$ cat config.mk
export PLATFORM = sky130hd
export DESIGN_NAME = riff_wave_header_parser
export DESIGN_NICKNAME = d
export VERILOG_FILES = /design/src/rwhp_pkg.sv /design/src/rwhp_front.sv /design/src/rwhp_queue.sv /design/src/rwhp_back.sv /design/src/riff_wave_header_parser.sv
export SDC_FILE = /design/constraint.sdc
export NUM_CORES = 1
export LEC_CHECK = 0
export BUFFER_PORTS_ARGS = -buffer_cell sky130_fd_sc_hd__buf_4
export CAP_MARGIN = 30
export CORE_MARGIN = 3
export CORE_UTILIZATION = 40
export CTS_CLUSTER_SIZE = 30
export DETAILED_ROUTE_END_ITERATION = 8
export GPL_TIMING_DRIVEN = 0
export PLACE_DENSITY = 0.63
export SYNTH_ARGS = -nofsm -noshare
export SYNTH_HDL_FRONTEND = slang
export SYNTH_HIERARCHICAL = 1
export SYNTH_SLANG_ARGS = --single-unit
$ cat constraint.sdc
create_clock -name clk_i -period 14.4 [get_ports clk_i]
set_input_delay 1.44 -clock clk_i [delete_from_list [all_inputs] [get_ports clk_i]]
set_output_delay 1.44 -clock clk_i [all_outputs]
set_load 0.005 [all_outputs]
$ cat src/rwhp_pkg.sv
// ----------------------------------------------------------------------------
// rwhp_pkg
// Shared types and constants for the RIFF/WAVE header parser.
// ----------------------------------------------------------------------------
package rwhp_pkg;

  localparam logic [31:0] TAG_RIFF = 32'h4646_4952;
  localparam logic [31:0] TAG_WAVE = 32'h4556_4157;
  localparam logic [31:0] TAG_FMT  = 32'h2074_6D66;
  localparam logic [31:0] TAG_DATA = 32'h6174_6164;

  localparam logic [1:0] KIND_HEADER  = 2'd0;
  localparam logic [1:0] KIND_PAYLOAD = 2'd1;
  localparam logic [1:0] KIND_ERROR   = 2'd2;

  localparam logic [2:0] ERR_NONE     = 3'd0;
  localparam logic [2:0] ERR_MAGIC    = 3'd1;
  localparam logic [2:0] ERR_NOT_PCM  = 3'd2;
  localparam logic [2:0] ERR_CHAN_RATE = 3'd3;
  localparam logic [2:0] ERR_NO_DATA  = 3'd4;

  localparam logic [15:0] FMT_PCM     = 16'd1;
  localparam logic [31:0] FMT_HDR_LEN = 32'd16;

  typedef enum logic [2:0] {
    PH_RIFF,
    PH_CHDR,
    PH_FMT,
    PH_SKIP,
    PH_PAY,
    PH_DONE,
    PH_ERR
  } phase_e;

  typedef struct packed {
    logic [7:0] stream_byte;
    logic       end_of_stream;
  } in_t;

  typedef struct packed {
    logic [1:0]  result_kind;
    logic [15:0] channel_count;
    logic [31:0] sample_rate;
    logic [15:0] sample_bits;
    logic [31:0] payload_offset;
    logic [31:0] payload_length;
    logic [7:0]  payload_byte;
    logic        last_payload;
    logic [2:0]  error_code;
  } out_t;

  // Queue status seen by the front and back parts.
  typedef struct packed {
    logic not_empty;
    logic full;
  } q_stat_t;

endpackage

$ cat src/rwhp_front.sv
// ----------------------------------------------------------------------------
// rwhp_front
// Byte parser: walks the RIFF header and chunks, builds result items.
// ----------------------------------------------------------------------------
module rwhp_front (
  input  logic            clk_i,
  input  logic            rst_ni,
  input  logic            take_i,
  input  rwhp_pkg::in_t   in_data_i,
  output logic            emit_o,
  output rwhp_pkg::out_t  res_o
);
  import rwhp_pkg::*;

  phase_e      phase_q, phase_d;
  logic [4:0]  cnt_q, cnt_d;
  logic [31:0] shift_q, shift_d;
  logic [31:0] tag_q, tag_d;
  logic [31:0] len_q, len_d;
  logic [31:0] skip_q, skip_d;
  logic [15:0] fmt_q, fmt_d;
  logic [15:0] chan_q, chan_d;
  logic [31:0] rate_q, rate_d;
  logic [15:0] bits_q, bits_d;
  logic [31:0] pos_q, pos_d;
  logic [31:0] rem_q, rem_d;

  logic [31:0] shift_n;
  logic [4:0]  cnt_n;
  logic [31:0] skip_n;
  logic [31:0] rem_n;

  always_comb begin
    phase_d = phase_q;
    cnt_d   = cnt_q;
    shift_d = shift_q;
    tag_d   = tag_q;
    len_d   = len_q;
    skip_d  = skip_q;
    fmt_d   = fmt_q;
    chan_d  = chan_q;
    rate_d  = rate_q;
    bits_d  = bits_q;
    rem_d   = rem_q;
    pos_d   = pos_q + 32'd1;
    emit_o  = 1'b0;
    res_o   = '0;

    shift_n = {in_data_i.stream_byte, shift_q[31:8]};
    cnt_n   = cnt_q + 5'd1;
    skip_n  = skip_q - 32'd1;
    rem_n   = rem_q - 32'd1;

    case (phase_q)
      PH_RIFF: begin
        shift_d = shift_n;
        cnt_d   = cnt_n;
        if (cnt_n == 5'd4) tag_d = shift_n;
        if (cnt_n == 5'd12) begin
          cnt_d = '0;
          if (tag_q != TAG_RIFF || shift_n != TAG_WAVE) begin
            emit_o           = 1'b1;
            res_o.result_kind = KIND_ERROR;
            res_o.error_code = ERR_MAGIC;
            phase_d          = PH_ERR;
          end else begin
            phase_d = PH_CHDR;
          end
        end
      end
      PH_CHDR: begin
        shift_d = shift_n;
        cnt_d   = cnt_n;
        if (cnt_n == 5'd4) tag_d = shift_n;
        if (cnt_n == 5'd8) begin
          cnt_d = '0;
          len_d = shift_n;
          if (tag_q == TAG_FMT) begin
            phase_d = PH_FMT;
          end else if (tag_q == TAG_DATA) begin
            emit_o = 1'b1;
            if (shift_n == '0) begin
              res_o.result_kind = KIND_ERROR;
              res_o.error_code  = ERR_NO_DATA;
              phase_d           = PH_ERR;
            end else begin
              res_o.result_kind    = KIND_HEADER;
              res_o.channel_count  = chan_q;
              res_o.sample_rate    = rate_q;
              res_o.sample_bits    = bits_q;
              res_o.payload_offset = pos_d;
              res_o.payload_length = shift_n;
              rem_d                = shift_n;
              phase_d              = PH_PAY;
            end
          end else begin
            skip_d  = shift_n;
            phase_d = (shift_n != '0) ? PH_SKIP : PH_CHDR;
          end
        end
      end
      PH_FMT: begin
        shift_d = shift_n;
        cnt_d   = cnt_n;
        if (cnt_n == 5'd4) begin
          fmt_d  = shift_n[15:0];
          chan_d = shift_n[31:16];
        end else if (cnt_n == 5'd8) begin
          rate_d = shift_n;
        end else if (cnt_n == 5'd16) begin
          bits_d = shift_n[31:16];
          cnt_d  = '0;
          if (fmt_q != FMT_PCM) begin
            emit_o            = 1'b1;
            res_o.result_kind = KIND_ERROR;
            res_o.error_code  = ERR_NOT_PCM;
            phase_d           = PH_ERR;
          end else if (chan_q == '0 || rate_q == '0) begin
            emit_o            = 1'b1;
            res_o.result_kind = KIND_ERROR;
            res_o.error_code  = ERR_CHAN_RATE;
            phase_d           = PH_ERR;
          end else if (len_q > FMT_HDR_LEN) begin
            skip_d  = len_q - FMT_HDR_LEN;
            phase_d = PH_SKIP;
          end else begin
            phase_d = PH_CHDR;
          end
        end
      end
      PH_SKIP: begin
        skip_d = skip_n;
        if (skip_n == '0) phase_d = PH_CHDR;
      end
      PH_PAY: begin
        rem_d              = rem_n;
        emit_o             = 1'b1;
        res_o.result_kind  = KIND_PAYLOAD;
        res_o.payload_byte = in_data_i.stream_byte;
        res_o.last_payload = (rem_n == '0);
        if (rem_n == '0) phase_d = PH_DONE;
      end
      default: begin
      end
    endcase

    // End of stream: flag a missing data chunk, then start over.
    if (in_data_i.end_of_stream) begin
      if (!emit_o && (phase_d == PH_RIFF || phase_d == PH_CHDR ||
                      phase_d == PH_FMT || phase_d == PH_SKIP)) begin
        emit_o            = 1'b1;
        res_o             = '0;
        res_o.result_kind = KIND_ERROR;
        res_o.error_code  = ERR_NO_DATA;
      end
      phase_d = PH_RIFF;
      cnt_d   = '0;
      shift_d = '0;
      tag_d   = '0;
      len_d   = '0;
      skip_d  = '0;
      fmt_d   = '0;
      chan_d  = '0;
      rate_d  = '0;
      bits_d  = '0;
      pos_d   = '0;
      rem_d   = '0;
    end
  end

  always_ff @(posedge clk_i or negedge rst_ni) begin
    if (!rst_ni) begin
      phase_q <= PH_RIFF;
      cnt_q   <= '0;
      shift_q <= '0;
      tag_q   <= '0;
      len_q   <= '0;
      skip_q  <= '0;
      fmt_q   <= '0;
      chan_q  <= '0;
      rate_q  <= '0;
      bits_q  <= '0;
      pos_q   <= '0;
      rem_q   <= '0;
    end else if (take_i) begin
      phase_q <= phase_d;
      cnt_q   <= cnt_d;
      shift_q <= shift_d;
      tag_q   <= tag_d;
      len_q   <= len_d;
      skip_q  <= skip_d;
      fmt_q   <= fmt_d;
      chan_q  <= chan_d;
      rate_q  <= rate_d;
      bits_q  <= bits_d;
      pos_q   <= pos_d;
      rem_q   <= rem_d;
    end
  end

endmodule

$ cat src/rwhp_queue.sv
// ----------------------------------------------------------------------------
// rwhp_queue
// Two-entry result queue between the parser and the output stage.
// ----------------------------------------------------------------------------
module rwhp_queue (
  input  logic              clk_i,
  input  logic              rst_ni,
  input  logic              push_i,
  input  rwhp_pkg::out_t    push_data_i,
  input  logic              pop_i,
  output rwhp_pkg::out_t    pop_data_o,
  output rwhp_pkg::q_stat_t stat_o
);
  import rwhp_pkg::*;

  out_t       mem_q [2];
  logic       wr_ptr_q, wr_ptr_d;
  logic       rd_ptr_q, rd_ptr_d;
  logic [1:0] count_q, count_d;

  always_comb begin
    wr_ptr_d = wr_ptr_q ^ push_i;
    rd_ptr_d = rd_ptr_q ^ pop_i;
    count_d  = count_q + {1'b0, push_i} - {1'b0, pop_i};
  end

  assign pop_data_o       = mem_q[rd_ptr_q];
  assign stat_o.not_empty = (count_q != 2'd0);
  assign stat_o.full      = (count_q == 2'd2);

  always_ff @(posedge clk_i) begin
    if (push_i) mem_q[wr_ptr_q] <= push_data_i;
  end

  always_ff @(posedge clk_i or negedge rst_ni) begin
    if (!rst_ni) begin
      wr_ptr_q <= 1'b0;
      rd_ptr_q <= 1'b0;
      count_q  <= '0;
    end else begin
      wr_ptr_q <= wr_ptr_d;
      rd_ptr_q <= rd_ptr_d;
      count_q  <= count_d;
    end
  end

endmodule

$ cat src/rwhp_back.sv
// ----------------------------------------------------------------------------
// rwhp_back
// Output stage: pulls queued results into the output register.
// ----------------------------------------------------------------------------
module rwhp_back (
  input  logic              clk_i,
  input  logic              rst_ni,
  input  rwhp_pkg::q_stat_t stat_i,
  input  rwhp_pkg::out_t    q_data_i,
  output logic              pop_o,
  output logic              out_valid_o,
  input  logic              out_ready_i,
  output rwhp_pkg::out_t    out_data_o
);
  import rwhp_pkg::*;

  logic valid_q, valid_d;
  out_t data_q;

  // Load when the register is empty or its transfer completes now.
  assign pop_o   = stat_i.not_empty && (!valid_q || out_ready_i);
  assign valid_d = pop_o || (valid_q && !out_ready_i);

  always_ff @(posedge clk_i or negedge rst_ni) begin
    if (!rst_ni) begin
      valid_q <= 1'b0;
    end else begin
      valid_q <= valid_d;
    end
  end

  always_ff @(posedge clk_i) begin
    if (pop_o) data_q <= q_data_i;
  end

  assign out_valid_o = valid_q;
  assign out_data_o  = data_q;

endmodule

$ cat src/riff_wave_header_parser.sv
// A result passes through the result queue and then the output register on its way out.
// Throughput: one byte per cycle while the result queue has room; each byte gives at most one result.
// The input stalls only when the two-entry result queue is full.
// Reset: rst_ni is asynchronous and active low; it returns the parser to the
// RIFF header phase and empties the queue and the output register.
// ----------------------------------------------------------------------------
// riff_wave_header_parser
// Byte-wide WAV parser: checks RIFF/WAVE, reads fmt, forwards data bytes.
// ----------------------------------------------------------------------------
module riff_wave_header_parser (
  input  logic            clk_i,
  input  logic            rst_ni,
  input  logic            in_valid_i,
  output logic            in_ready_o,
  input  rwhp_pkg::in_t   in_data_i,
  output logic            out_valid_o,
  input  logic            out_ready_i,
  output rwhp_pkg::out_t  out_data_o
);
  import rwhp_pkg::*;

  logic    take;
  logic    emit;
  out_t    res;
  out_t    q_data;
  q_stat_t q_stat;
  logic    pop;

  // Front side: accept a byte whenever the queue has room for its result.
  assign in_ready_o = !q_stat.full;
  assign take       = in_valid_i && in_ready_o;

  rwhp_front u_front (
    .clk_i     (clk_i),
    .rst_ni    (rst_ni),
    .take_i    (take),
    .in_data_i (in_data_i),
    .emit_o    (emit),
    .res_o     (res)
  );

  // Queue: hold finished results so parsing never waits on the consumer
  // while there is space.
  rwhp_queue u_queue (
    .clk_i       (clk_i),
    .rst_ni      (rst_ni),
    .push_i      (take && emit),
    .push_data_i (res),
    .pop_i       (pop),
    .pop_data_o  (q_data),
    .stat_o      (q_stat)
  );

  // Back side: advance results to the output register, one transfer a cycle while out_ready_i is high.
  rwhp_back u_back (
    .clk_i       (clk_i),
    .rst_ni      (rst_ni),
    .stat_i      (q_stat),
    .q_data_i    (q_data),
    .pop_o       (pop),
    .out_valid_o (out_valid_o),
    .out_ready_i (out_ready_i),
    .out_data_o  (out_data_o)
  );

endmodule

==> results.py <==
metrics = {
    "timing": {
        "skew_ns": 0.02371,
        "tightest_slew_ns": 1.013,
        "finalSetupTns_ns": 0,
        "slew-limit-headroom": 0.3220,
        "fin_crit_ns": 4.765,
        "hold_viol": 0,
        "finalSetupViolations": 0,
        "final.setup.worst_slack_ns": 9.635,
        "drv_slew": 0,
        "fin_crit_sh": 0.3309,
        "max_freq_ghz": 0.2099,
        "rsz0062_at_grt": "false",
    },
    "synth": {
        "syn_inst": 2524,
        "syn_area_sq_um": 31030,
        "ys_seq_area_frac": 0.6356,
        "syn_avg_cell_area_sq_um": 12.29,
        "synthFlopType": "edfxtp_1",
        "synth-seq-cells": 703,
        "yosys_warnings": 6,
        "netlist-cell-type-count": 84,
        "postSynthNetCount": 2550,
        "synth_common_cells": "edfxtp_1 (426), dfrtp_1 (277), nand2_1 (256)",
        "synth.most_common_cell": "edfxtp_1",
        "async_reset_ff_frac": 0.3940,
        "yosysTopAreaCellShare": 0.4122,
        "synth_edf_count": 426,
        "synthTopCellsByArea": "edfxtp_1 (41%), dfrtp_1 (22%), o21ai_0 (4.1%), mux2_4 (3.4%), nand2_1 (3.1%)",
        "synth_top_area_cell": "edfxtp_1",
    },
    "grt": {
        "grt-ovfl-total": 0,
        "grt_pass1_vias": 21090,
        "grt_start_max_net_pins": 127,
        "antenna_found_initial": 2,
        "grt_usage": 0.2041,
        "grt_first_pass_wirelength_mm": 128.1,
    },
    "setup_path": {
        "reg2reg_slack_ns": 9.69,
        "path_delay_family": "simple AND/OR/NAND/NOR gates",
        "cp_cell_sequence": "buf_4 > or4_1 > or2_2 > o21ai_0 > nand3_1 > or3_1 > and3b_1 > ha_4 > buf_16 > buf_16",
        "endpoint_kind": "flip-flop",
        "worst-setup-path-type": "input pin to flip-flop",
        "r2r_end": "u_queue/mem_q[0][98]",
        "critPathSlowestCell": "o21ai_0",
        "path_buf_inv": 3,
        "reg2reg_depth": 11,
        "cpMostUsedCell": "buf_16",
        "crit_path_max_incr_delay_ns": 0.56,
        "reg2reg_from": "u_front/phase_q[1]",
        "start_kind": "input pin",
        "crit_fanout": 63,
        "required_ns": 14.71,
        "critPathArrivalTime_ns": 5.08,
    },
    "drt": {
        "wl_per_cell_microns": 21.82,
        "route.detailed.drc": 0,
        "drt_pass1_iterations": 6,
        "viasPerCell": 5.561,
        "vias": 21440,
        "drtIter0Drc": 2174,
        "postRouteWirelength_mm": 84.12,
        "ant_nets": 0,
    },
    "min_path": {
        "hold_path.class": "flip-flop to flip-flop",
        "hold_depth": 2,
        "hold_path.startpoint": "u_front/bits_q[15]",
        "min_to": "u_front/bits_q[15]",
    },
    "clock_tree": {
        "cts_tree": "built",
        "htree_levels": 3,
        "clk_latency_ns": 0.62,
        "cts_resized": 0,
        "cts.clk_slew.worst_paths_ns": 0.06,
        "clock_sinks": 703,
        "cts_setup_buffers": 0,
        "cts-hold-fix-buffers": 0,
        "cts_root_buffer": "clkbuf_16",
        "numCtsBuffers": 76,
        "clock_path_buffers": 3,
    },
    "floorplanning": {
        "rows": 101,
        "die_h_microns": 284.5,
        "num_io_pins": 157,
        "start_util": 0.4059,
        "dieArea_sq_um": 80950,
        "core_sq_um": 76450,
        "die_x_microns": 284.5,
    },
    "job": {
        "maxCapViolCount": 0,
    },
    "placed_design": {
        "hpwl_mm": 58.49,
        "post-place-ws_ns": 9.071,
        "port_buffers": 155,
        "globalplace.congestion": 0.9030,
        "numPlacedInstances": 3717,
    },
    "run_status": {
        "outcome": "finished, final reports clean",
    },
    "power": {
        "ir_drop_mv": 0.09761,
        "p_per_area_nw_per_um2": 211.6,
        "p_total_mw": 7.682,
        "p_leak_nw": 14.16,
    },
    "cells_and_area": {
        "synthToLayoutAreaGrowth_pct": 16.97,
        "insertedDiodeCount": 0,
        "drive_above_1_share": 0.1706,
        "layout.nets": 2791,
        "instances_no_fill": 3856,
    },
}
==> cell type report <==
class / count / area, sq um
fill: 6794 / 40160
sequential: 703 / 19720
multi-input combinational: 1633 / 10530
clock buffer: 100 / 2063
timing repair buffer: 163 / 1391
tap: 1030 / 1289
buffer: 155 / 678.2
clock inverter: 39 / 495.5
inverter: 33 / 123.9
==> cell families after synthesis <==
group,Yosys count,synth area share
simple gates,881,0.1474
buf+inv,188,0.02585
fa+ha+maj,14,0.005564
compound gates,495,0.09564
flops,703,0.6356
mux,163,0.06685
xor+xnor,80,0.02306
==> flip-flops by register name, summed over array words and instances, names as in the netlist, 32 cells and up <==
register,count
u_front/len_q,32
u_front/pos_q,32
u_front/skip_q,32
u_front/rate_q,32
u_front/tag_q,32
u_front/rem_q,32
u_back/out_data_o,142
u_queue/mem_q,284
==> routing by layer <==
layer / global-route usage / wire length (microns) / vias up
met2: 0.3289 / 39450 / 817
met5: 0 / 0 / -
li1: - / - / 9748
met4: 0.06842 / 2579 / 0
met3: 0.03729 / 5784 / 181
met1: 0.2795 / 36310 / 10700
==> worst max-delay path by stage <==
stage,from,to,slack [ns],cells past startpoint
after floorplan,in_data_i[0],u_queue/mem_q[0][0],7.90,7
after global routing,u_front/phase_q[1],u_queue/mem_q[0][98],9.41,11
final,in_data_i[2],u_queue/mem_q[0][98],9.63,10
after detailed placement,in_data_i[2],u_queue/mem_q[1][96],9.07,10
after CTS,in_data_i[2],u_queue/mem_q[0][96],9.71,10
after global placement,in_data_i[0],u_queue/mem_q[0][96],5.06,7
==> layout by cell type, fill, tap and decap left out, drive strengths merged, types with 45 or more instances in the layout <==
cell type,n
nor3,70
nand2,256
clkbuf,221
edfxtp,426
o21ai,257
dfrtp,277
and2,101
buf,197
nand2b,48
mux2,144
a21oi,81
nor2,160
nor4,57
xnor2,45
==> worst reg2reg max path, stage by stage (launching register included) <==
cell and delay (ns):
dfrtp_1 0.35, clkbuf_1 0.26, nor2_1 0.60, nand2_1 0.19
clkbuf_1 0.30, inv_2 0.25, clkbuf_1 0.52, or3_1 0.31
and3b_1 0.37, ha_4 0.43, buf_16 0.34, buf_16 0.39
==> power by group <==
part / total, mW / switching [mW] / internal [mW]
logic: 2.67 / 1.64 / 1.03
clock network: 1.97 / 0.818 / 1.15
registers: 3.04 / 0.365 / 2.68
total: 7.68 / 2.82 / 4.86
==> metrics by stage <==
step | hold WS (ns) | utilization | instance area, sq um
4_1_cts | 0.4764 | 0.4748 | 36300
3_5_place_dp | 0.4632 | 0.4413 | 33740
2_1_floorplan | 0.4413 | - | 31030
6_report | 0.4753 | 0.4748 | 36300
3_3_place_gp | 0.4528 | 0.4380 | 33480
5_1_grt | 0.5008 | 0.4748 | 36300
Note: power is estimated with default switching activity, not from simulation.
